==> src/rtl/assert_macros.svh <==
// Assertion macros shared by the RTL
`ifndef ASSERT_MACROS_SVH
`define ASSERT_MACROS_SVH
// implication checked on every rising clock edge outside reset
`define CHK_IMPL(label, clk, rst, prop, msg) \
  label: assert property (@(posedge clk) disable iff (rst) (prop)) else $error(msg);
// same with no reset disable
`define CHK_ALWAYS(label, clk, prop, msg) \
  label: assert property (@(posedge clk) (prop)) else $error(msg);
`endif

==> src/rtl/lobm_pkg.sv <==
// Package: constants and types for the order book matcher
package lobm_pkg;
  localparam int unsigned TICKERS_DEF = 64;
  localparam int unsigned SLOTS_DEF = 64;
  localparam int unsigned TICKER_W = 6;
  localparam int unsigned QTY_W = 16;
  localparam int unsigned PRICE_W = 20;
  localparam int unsigned ID_W = 32;

  localparam logic [1:0] ST_ADDED = 2'd0;
  localparam logic [1:0] ST_FULL = 2'd1;
  localparam logic [1:0] ST_TRADE = 2'd2;
  localparam logic [1:0] ST_NONE = 2'd3;

  localparam logic ACT_ADD = 1'b0;
  localparam logic SIDE_BUY = 1'b0;

  typedef struct packed {
    logic [QTY_W-1:0] qty;
    logic [PRICE_W-1:0] price;
    logic [ID_W-1:0] id;
    logic live;
  } slot_t;
endpackage

==> src/rtl/lobm_slot_mem.sv <==
// Slot store for one book side bank: one write port, one registered read port
module lobm_slot_mem #(
  parameter int unsigned DEPTH = 2,
  parameter int unsigned AW = 1
) (
  input  logic clk,
  input  logic we,
  input  logic [AW-1:0] waddr,
  input  lobm_pkg::slot_t wdata,
  input  logic [AW-1:0] raddr,
  output lobm_pkg::slot_t rdata
);
  import lobm_pkg::*;
  slot_t mem [DEPTH];
  always_ff @(posedge clk) begin
    if (we) mem[waddr] <= wdata;
    rdata <= mem[raddr];
  end
endmodule

==> config.mk <==
export PLATFORM = sky130hd
export DESIGN_NAME = lobm_slot_mem
export DESIGN_NICKNAME = d
export VERILOG_FILES = /design/src/rtl/assert_macros.svh /design/src/rtl/lobm_pkg.sv /design/src/rtl/lobm_slot_mem.sv
export SDC_FILE = /design/constraint.sdc
export NUM_CORES = 1
export LEC_CHECK = 0
export BUFFER_PORTS_ARGS = -buffer_cell sky130_fd_sc_hd__buf_2
export CAP_MARGIN = 20
export CORE_MARGIN = 1
export CORE_UTILIZATION = 40
export CTS_CLUSTER_SIZE = 28
export DETAILED_ROUTE_END_ITERATION = 12
export PLACE_DENSITY = 0.67
export SLEW_MARGIN = 10
export SYNTH_ARGS = -nofsm -noshare
export SYNTH_HDL_FRONTEND = slang
export SYNTH_SLANG_ARGS = --single-unit
==> constraint.sdc <==
create_clock -name clk -period 4 [get_ports clk]
set_input_delay 0 -clock clk [delete_from_list [all_inputs] [get_ports clk]]
set_output_delay 0 -clock clk [all_outputs]
set_load 0.01 [all_outputs]
==> flow_summary_export.csv, run 1 <==
group,metric,value,unit
outcome,status,"complete, no violations",
worst_hold_path,hold_depth,2,
finish,drive_above_1_share,0.468,
grt,grt_pass1_vias,3382,
timing,fin_ws,3050,ps
routing,antenna_left,0,
critical_path,crit_path_end_kind,"output pin",
critical_path,timing.critical_path.buf_inv,1,
die,ios,142,
cts,insertion_delay,480,ps
worst_hold_path,hold_class,"in2reg",
logic_synthesis,synth_common_cells,"edfxtp_1 (138), dfxtp_1 (69), mux2_2 (59)",
critical_path,path_depth,1,
critical_path,arrival,950,ps
pwr,ir_worst_vdd,0.000343,V
pwr,seq_power_share,0.527,
die,dieArea,0.0165,mm2
logic_synthesis,synthMostInstantiatedCell,"edfxtp_1",
finish,layout.nets,585,
critical_path,rr_startpoint,"mem[1][58]$_DFFE_PP_",
logic_synthesis,synth_top_family_by_area,"multiplexers",
cts,clkSlewWorstSetupHoldPaths,60,ps
placement,hpwl,5.66,mm
grt,grt_max_degree,70,
routing,drc,0,
grt,grt_antenna_before_repair,0,
logic_synthesis,synth_cell_types,9,
critical_path,required,4000,ps
cts,h-tree-depth,1,
logic_synthesis,synthFlopType,"edfxtp_1",
logic_synthesis,synth_async_sr_flop_share,0,
routing,drtIter0Drc,115,
timing,skew,8.23,ps
timing,worst_pin_slew,987,ps
logic_synthesis,synth-compound-area-share,0,
worst_hold_path,min_to,"mem[1][10]$_DFFE_PP_",
logic_synthesis,ys_warn_count,0,
cts,tritoncts,"done",
timing,drv_slew,0,
critical_path,crit_type,"reg2out",
pwr,p_comb_frac,0.067,
logic_synthesis,synth.avg_cell_area,22.4,um2
logic_synthesis,synthSimpleGateAreaFrac,0.00195,
pwr,pwr-share-clk,0.406,
timing,fmax,1.05,GHz
timing,relSlewSlack,0.342,
logic_synthesis,synth_enable_flop_cells,138,
logic_synthesis,yosys.area.top_type_share,0.646,
die,coreArea,0.0154,mm2
grt,grt_first_pass_wirelength,16.3,mm
timing,period_minus_slack,953,ps
logic_synthesis,postSynthCellCount,286,
routing,routedWlPerCell,14.4,um
timing,finalSetupViolations,0,
placement,pre_cts_ws,2610,ps
logic_synthesis,yosysSeqAreaShare,0.861,
grt,grt_overflow,0,
routing,firstDrtPassIters,3,
worst_hold_path,holdCritStartpoint,"wdata[10]",
critical_path,ff2ff_path_depth,1,
grt,grt_usage,0.128,
logic_synthesis,ys_ff_latch,207,
critical_path,r2r-end,"rdata[58]$_DFF_P_",
die,initial_core_util,0.416,
critical_path,cp_max_fo,1,
timing,period_share,0.238,
timing,rsz0062_at_grt,"false",
cts,cts_setup_buffers,0,
routing,avgViaCountPerCell,4.39,
routing,vias,3237,
critical_path,cp-start-kind,"flip-flop",
pwr,p_per_area,543,mW/mm2
pwr,p_int,3800,uW
routing,routed_wl,10.6,mm
logic_synthesis,synth_area_leaders,"edfxtp_1 (65%), dfxtp_1 (22%), mux2_2 (10%)",
finish,diodes,0,
critical_path,rrSetupSlack,3240,ps
logic_synthesis,yosys.area.top_type,"edfxtp_1",
pwr,swShare,0.197,
logic_synthesis,syn-cell-area,0.00641,mm2
timing,setup_tns,0,ps
pwr,p_sw,934,uW
cts,root_buffer,"clkbuf_16",
timing,hold_viol,0,
critical_path,critPathSlowestCell,"dfxtp_1",
logic_synthesis,synthMuxAreaShare,0.127,
critical_path,max_stage_delay,340,ps
pwr,leakagePower,0.00340,uW
cts,clk_path_buf_depth,3,
die,die_width,129,um
run,max-cap-violations,0,
cts,numCtsBuffers,21,
critical_path,critPathTopFamily,"flip-flops",
placement,port_buffers,141,
critical_path,path_cells,"buf_2",
die,fp-row-count,45,
die,die_y,129,um
logic_synthesis,synth-xor-area-share,0,
finish,area_growth,35.9,%
logic_synthesis,synth_fa_ha_area_frac,0,
logic_synthesis,synth_nets,359,
placement,place.gp.congestion,0.656,
cts,cts.sinks,207,
[worst max path at each step]
stage / startpoint / end / slack (ps)
finish: rdata[19]$_DFF_P_ / rdata[19] / 3050
CTS: rdata[8]$_DFF_P_ / rdata[8] / 3020
detailed placement: waddr / mem[0][62]$_DFFE_PP_ / 2610
global placement: waddr / mem[0][28]$_DFFE_PP_ / 2600
global route: rdata[21]$_DFF_P_ / rdata[21] / 3000
floorplan: waddr / mem[0][0]$_DFFE_PP_ / 410
[routing by layer]
layer,vias to the layer above,global-route usage,share of wire
li1,1531,-,-
met1,1588,0.147,0.41
met2,98,0.233,0.51
met3,20,0.0308,0.062
met4,0,0.0471,0.021
met5,-,0,0
[cell families after synthesis]
family                 count (synthesis)
muxes                                 69
DFF                                  207
buffers and inverters                  8
and+or+nand+nor                        2
[layout make-up]
class	instances	area [um2]
Fill cell	1228	6710
Sequential cell	207	5530
Timing Repair Buffer	211	1410
Multi-Input combinational cell	71	837
Clock buffer	23	543
Tap cell	211	264
Clock inverter	14	141
[flip-flops by register name (all words and copies together) (netlist names)]
name   cells
mem      138
rdata     69
[per-stage QoR]
stage          power (uW)  area, um2  hold WS (ps)   util  cells
6_report             4730       8720           245  0.565    737
5_1_grt              4900       8720           234  0.565    737
4_1_cts              4800       8720           218  0.565    737
3_5_place_dp         2810       7340           192  0.476    631
3_3_place_gp         2790       7340           187  0.476    631
2_1_floorplan        2670       6410          98.9      -    286
[timing repair]
action	4_1_cts	5_1_grt
gates resized for setup	0	0
endpoints found under the hold margin	138	0
hold buffers	69	0
[layout by cell type, fill, tap and decap left out]
cell type	Yosys	layout
buf_4	0	2
nor2b_4	0	1
clkinv_2	0	8
dfxtp_1	69	69
buf_2	5	140
mux2_4	10	10
edfxtp_1	138	138
clkbuf_1	0	1
clkbuf_8	0	1
dlygate4sd3_1	0	69
clkinv_1	0	3
clkbuf_16	0	21
bufinv_16	0	3
mux2_2	59	59
and2_4	0	1
[power groups by stage]
stage | registers (uW) | logic [uW] | clock network [uW]
2_1_floorplan | 2570 | 104 | 0
6_report | 2490 | 318 | 1920
3_3_place_gp | 2530 | 263 | 0
4_1_cts | 2490 | 322 | 1980
3_5_place_dp | 2540 | 269 | 0
5_1_grt | 2500 | 346 | 2050
Power figures use the tool's default switching activity.
==> run 2: changes to the inputs <==
--- a/config.mk
+++ b/config.mk
@@ -11,7 +11,7 @@
 export CORE_UTILIZATION = 40
 export CTS_CLUSTER_SIZE = 28
 export DETAILED_ROUTE_END_ITERATION = 12
-export PLACE_DENSITY = 0.67
+export PLACE_DENSITY = 0.69
 export SLEW_MARGIN = 10
 export SYNTH_ARGS = -nofsm -noshare
 export SYNTH_HDL_FRONTEND = slang
==> constraint.sdc (replaced) <==
create_clock -name clk -period 0.8 [get_ports clk]
set_input_delay 0 -clock clk [delete_from_list [all_inputs] [get_ports clk]]
set_output_delay 0 -clock clk [all_outputs]
set_load 0.01 [all_outputs]
==> flow_summary_export.csv, run 2 (synthesis gave the netlist of run 1 again) <==
group,metric,value,unit
pwr,seq_power_share,0.507,
routing,drc,0,
cts,root_buffer,"clkbuf_16",
routing,routed_wl,11.7,mm
finish,multi_input_comb_area,841,um2
cts,clk_path_buf_depth,3,
pwr,leakagePower,0.00358,uW
timing,hold_viol,4,
die,coreArea,0.0154,mm2
pwr,swShare,0.196,
cts,cts_setup_buffers,0,
critical_path,path_cells,"buf_6",
routing,drtIter0Drc,145,
cts,hold_buffers,70,
cts,clkSlewWorstSetupHoldPaths,60,ps
timing,fmax,1.07,GHz
critical_path,cp_max_fo,1,
pwr,p_int,19900,uW
die,die_y,129,um
finish,layout_common_cells,"edfxtp_1 (138), buf_2 (95), dlygate4sd3_1 (69)",
finish,largest_register_ffs,138,
timing,relSlewSlack,0.848,
timing,worst_pin_slew,229,ps
die,fp-row-count,45,
pwr,ir_worst_vdd,0.00218,V
finish,final_util,0.601,
grt,grt_max_degree,39,
routing,avgViaCountPerCell,4.44,
placement,port_buffers,141,
critical_path,arrival,930,ps
timing,drv_slew,0,
critical_path,cp-start-kind,"flip-flop",
timing,finalSetupViolations,70,
pwr,pwr-share-clk,0.416,
run,max-cap-violations,0,
pwr,p_per_area,2670,mW/mm2
finish,fill_cells,1181,
die,dieArea,0.0165,mm2
timing,rsz0062_at_grt,"true",
routing,vias,3319,
pwr,p_comb_frac,0.078,
routing,firstDrtPassIters,4,
critical_path,required,800,ps
placement,pre_cts_ws,-95.0,ps
critical_path,critPathSlowestCell,"dfxtp_2",
routing,routedWlPerCell,15.7,um
timing,fin_ws,-134,ps
outcome,violations,"negative hold slack, negative setup slack",
finish,layout.nets,594,
cts,h-tree-depth,1,
finish,drive_above_1_share,0.553,
grt,grt_pass1_vias,3575,
grt,grt_antenna_before_repair,0,
cts,insertion_delay,490,ps
timing,period_minus_slack,934,ps
placement,place.gp.congestion,0.679,
timing,period_share,1.17,
timing,holdWs,-43.5,ps
grt,grt_overflow,0,
worst_hold_path,hold_class,"in2reg",
grt,grt_usage,0.140,
finish,area_growth,44.5,%
routing,antenna_left,0,
die,ios,142,
die,die_width,129,um
pwr,p_sw,4860,uW
finish,top_regs,"mem x138, rdata x69",
cts,numCtsBuffers,22,
critical_path,critPathTopFamily,"flip-flops",
cts,cts.sinks,207,
critical_path,crit_type,"reg2out",
outcome,status,"finished, violations left",
critical_path,crit_path_end_kind,"output pin",
grt,grt_first_pass_wirelength,17.6,mm
critical_path,timing.critical_path.buf_inv,1,
finish,top_register,"mem",
finish,diodes,0,
critical_path,max_stage_delay,330,ps
timing,skew,9.24,ps
cts,tritoncts,"done",
placement,hpwl,6.69,mm
finish,seqCellArea,0.00558,mm2
die,initial_core_util,0.416,
finish,layout_commonest_cell,"edfxtp_1",
[run 2: cell count changes in the layout (fill, tap and decap cells not counted), sizes merged]
cell / delta
clkbuf: +10
buf: +8
clkinv: -8
inv: +1
[run 2: layout make-up]
type	instances	share of cell area
clock buffers	33	0.0683
multi-input cells	71	0.0907
flip-flops and latches	207	0.602
well taps	211	0.0285
repair buffers	219	0.198
clock inverters	7	0.0124
[run 2: power groups by stage]
| stage | sequential (uW) | clock, uW | combinational, uW |
|---|---|---|---|
| CTS | 12500 | 10600 | 1840 |
| floorplan | 12800 | 0 | 524 |
| global placement | 12700 | 0 | 1390 |
| global route | 12600 | 11000 | 2060 |
| finish | 12600 | 10300 | 1930 |
| detailed placement | 12700 | 0 | 1430 |
[run 2: path summary, 6_finish.rpt]
| check | from | to | slack [ps] | cells past startpoint |
|---|---|---|---|---|
| max | rdata[12]$_DFF_P_ | rdata[12] | -130 | 1 |
| min | raddr | rdata[46]$_DFF_P_ | -40 | 3 |
| max reg2reg | mem[0][7]$_DFFE_PP_ | rdata[7]$_DFF_P_ | -10 | 1 |
| min reg2reg | mem[0][44]$_DFFE_PP_ | rdata[44]$_DFF_P_ | 460 | 1 |
[run 2: what timing repair did]
action | in CTS | in global routing
endpoints found under the setup margin | 69 | 75
resized for setup | 52 | 39
hold endpoints to repair | 142 | 4
cloned | 0 | 0
[run 2: metrics by stage]
step / std cells / setup TNS (ps) / hold slack [ps] / total power, uW / area, um2
floorplan: 286 / -56940 / 98.9 / 13300 / 6420
global placement: 639 / -7850 / 188 / 14100 / 7490
detailed placement: 639 / -10450 / 191 / 14100 / 7490
CTS: 749 / -9420 / 31.9 / 24900 / 9130
global route: 748 / -10420 / -43.1 / 25700 / 9270
finish: 748 / -7640 / -43.5 / 24800 / 9270
[run 2: routing by layer]
layer	track usage	wire length, um
met1	0.153	4610
met2	0.255	6110
met3	0.0428	702
met4	0.0505	319
met5	0	0
==> run 3: changes to the inputs <==
--- a/config.mk
+++ b/config.mk
@@ -5,13 +5,14 @@
 export SDC_FILE = /design/constraint.sdc
 export NUM_CORES = 1
 export LEC_CHECK = 0
+export ABC_AREA = 1
 export BUFFER_PORTS_ARGS = -buffer_cell sky130_fd_sc_hd__buf_2
 export CAP_MARGIN = 20
 export CORE_MARGIN = 1
 export CORE_UTILIZATION = 40
 export CTS_CLUSTER_SIZE = 28
 export DETAILED_ROUTE_END_ITERATION = 12
-export PLACE_DENSITY = 0.69
+export PLACE_DENSITY = 0.67
 export SLEW_MARGIN = 10
 export SYNTH_ARGS = -nofsm -noshare
 export SYNTH_HDL_FRONTEND = slang
==> constraint.sdc (replaced) <==
create_clock -name clk -period 1.1 [get_ports clk]
set_input_delay 0 -clock clk [delete_from_list [all_inputs] [get_ports clk]]
set_output_delay 0 -clock clk [all_outputs]
set_load 0.01 [all_outputs]
==> flow_summary_export.csv, run 3 <==
group,metric,value,unit
die,dieArea,0.0166,mm2
logic_synthesis,yosysSeqAreaShare,0.860,
timing,hold_viol,0,
routing,drtIter0Drc,182,
die,fp-row-count,45,
timing,finalSetupViolations,0,
cts,h-tree-depth,1,
logic_synthesis,synth-compound-area-share,0,
critical_path,arrival,940,ps
logic_synthesis,synth.avg_cell_area,14.8,um2
logic_synthesis,synth_enable_flop_cells,138,
finish,diodes,0,
logic_synthesis,ys_warn_count,0,
timing,setup_tns,0,ps
finish,drive_above_1_share,0.279,
critical_path,cp-start-kind,"flip-flop",
logic_synthesis,synth_fa_ha_area_frac,0,
timing,period_minus_slack,944,ps
grt,grt_antenna_before_repair,0,
logic_synthesis,synthMostInstantiatedCell,"nand2_1",
critical_path,required,1100,ps
critical_path,critPathSlowestCell,"dfxtp_1",
finish,layout.nets,733,
logic_synthesis,synth_common_cells,"nand2_1 (208), edfxtp_1 (138), dfxtp_1 (69)",
logic_synthesis,synthSimpleGateAreaFrac,0.122,
routing,vias,3837,
finish,largest_register_ffs,138,
timing,worst_pin_slew,731,ps
placement,pre_cts_ws,63.4,ps
placement,postPlaceCellArea,0.00746,mm2
cts,cts.sinks,207,
cts,insertion_delay,480,ps
critical_path,path_cells,"buf_2",
cts,cts_setup_buffers,0,
placement,place.gp.congestion,0.722,
critical_path,crit_type,"reg2out",
critical_path,crit_path_end_kind,"output pin",
die,ios,142,
timing,rsz0062_at_grt,"false",
cts,root_buffer,"clkbuf_16",
timing,relSlewSlack,0.513,
cts,clkSlewWorstSetupHoldPaths,60,ps
finish,top_register,"mem",
logic_synthesis,synth_async_sr_flop_share,0,
critical_path,max_stage_delay,330,ps
critical_path,critPathTopFamily,"flip-flops",
cts,cts_resized,0,
finish,layout_common_cells,"nand2_1 (207), buf_2 (141), edfxtp_1 (138)",
timing,period_share,0.858,
finish,top_regs,"mem x138, rdata x69",
logic_synthesis,postSynthCellCount,434,
logic_synthesis,yosys.area.top_type_share,0.645,
logic_synthesis,ys_ff_latch,207,
critical_path,cp_max_fo,1,
logic_synthesis,synth-xor-area-share,0,
routing,antenna_left,0,
logic_synthesis,synth_cell_types,9,
logic_synthesis,synth_top_family_by_area,"simple AND/OR/NAND/NOR gates",
finish,final_cell_area,0.00891,mm2
logic_synthesis,synth_nets,507,
grt,grt_pass1_vias,3781,
critical_path,timing.critical_path.buf_inv,1,
placement,hpwl,6.93,mm
grt,grt_usage,0.145,
routing,drc,0,
routing,routedWlPerCell,13.5,um
placement,dp_cells,779,
grt,grt_overflow,0,
logic_synthesis,synthMuxAreaShare,0,
grt,grt_first_pass_wirelength,18.5,mm
die,die_width,129,um
finish,final_util,0.577,
timing,fin_ws,156,ps
routing,avgViaCountPerCell,4.33,
pwr,p_per_area,2000,mW/mm2
timing,fmax,1.06,GHz
run,max-cap-violations,0,
outcome,status,"complete, no violations",
die,die_y,129,um
logic_synthesis,synthFlopType,"edfxtp_1",
die,initial_core_util,0.416,
die,coreArea,0.0154,mm2
pwr,ir_worst_vdd,0.00165,V
timing,drv_slew,0,
finish,area_growth,38.7,%
finish,layout_commonest_cell,"nand2_1",
placement,port_buffers,141,
pwr,leakagePower,0.00380,uW
routing,routed_wl,12.0,mm
finish,fin_cells,886,
cts,tritoncts,"done",
logic_synthesis,yosys.area.top_type,"edfxtp_1",
grt,grt_max_degree,70,
worst_hold_path,hold_class,"in2reg",
cts,numCtsBuffers,21,
routing,firstDrtPassIters,4,
logic_synthesis,syn-cell-area,0.00642,mm2
timing,skew,9.57,ps
cts,clk_path_buf_depth,3,
logic_synthesis,synth_area_leaders,"edfxtp_1 (65%), dfxtp_1 (22%), nand2_1 (12%)",
-- run 3: path summary, 6_finish.rpt --
check	from	endpoint	depth (start not counted)	slack, ps
min	raddr	rdata[8]$_DFF_P_	4	40
min reg2reg	mem[0][0]$_DFFE_PP_	rdata[0]$_DFF_P_	2	430
max reg2reg	mem[1][18]$_DFFE_PP_	rdata[18]$_DFF_P_	2	420
max	rdata[24]$_DFF_P_	rdata[24]	1	160
-- run 3: area by class of cell --
cell class | count | area [um2]
Clock buffer | 27 | 578
Clock inverter | 11 | 183
Fill cell | 1232 | 6520
Inverter | 3 | 30.0
Multi-Input combinational cell | 209 | 808
Sequential cell | 207 | 5530
Tap cell | 211 | 264
Timing Repair Buffer | 218 | 1520
-- run 3: where the power goes --
group          total, uW  switching, uW  leakage [uW]  internal [uW]
sequential          9050            144       0.00188           8910
combinational       1180            637       0.00154            548
clock               7600           2710      0.000376           4880
total              17800           3490       0.00380          14300
-- run 3: logic make-up after synthesis --
kind of cell,count (synthesis)
AND/OR/NAND/NOR,209
flip-flops,207
buffers and inverters,18
-- run 3: layer usage --
layer | global-route usage | vias up | routed length (um)
met2 | 0.263 | 134 | 6080
met5 | 0 | - | 0
li1 | - | 1905 | -
met1 | 0.171 | 1781 | 4870
met4 | 0.0464 | 0 | 192
met3 | 0.0337 | 17 | 800
-- run 3: through the flow --
step | power [uW] | hold slack [ps]
final | 17800 | 41.4
after detailed placement | 10200 | 192
after global routing | 18500 | 57.1
after CTS | 18000 | 32.7
after global placement | 10200 | 189
after floorplan | 9670 | 98.9
-- run 3: what timing repair did --
| action | CTS | global route |
|---|---|---|
| hold endpoints to repair | 138 | 0 |
| hold buffers | 69 | 0 |
| endpoints found under the setup margin | 0 | 0 |
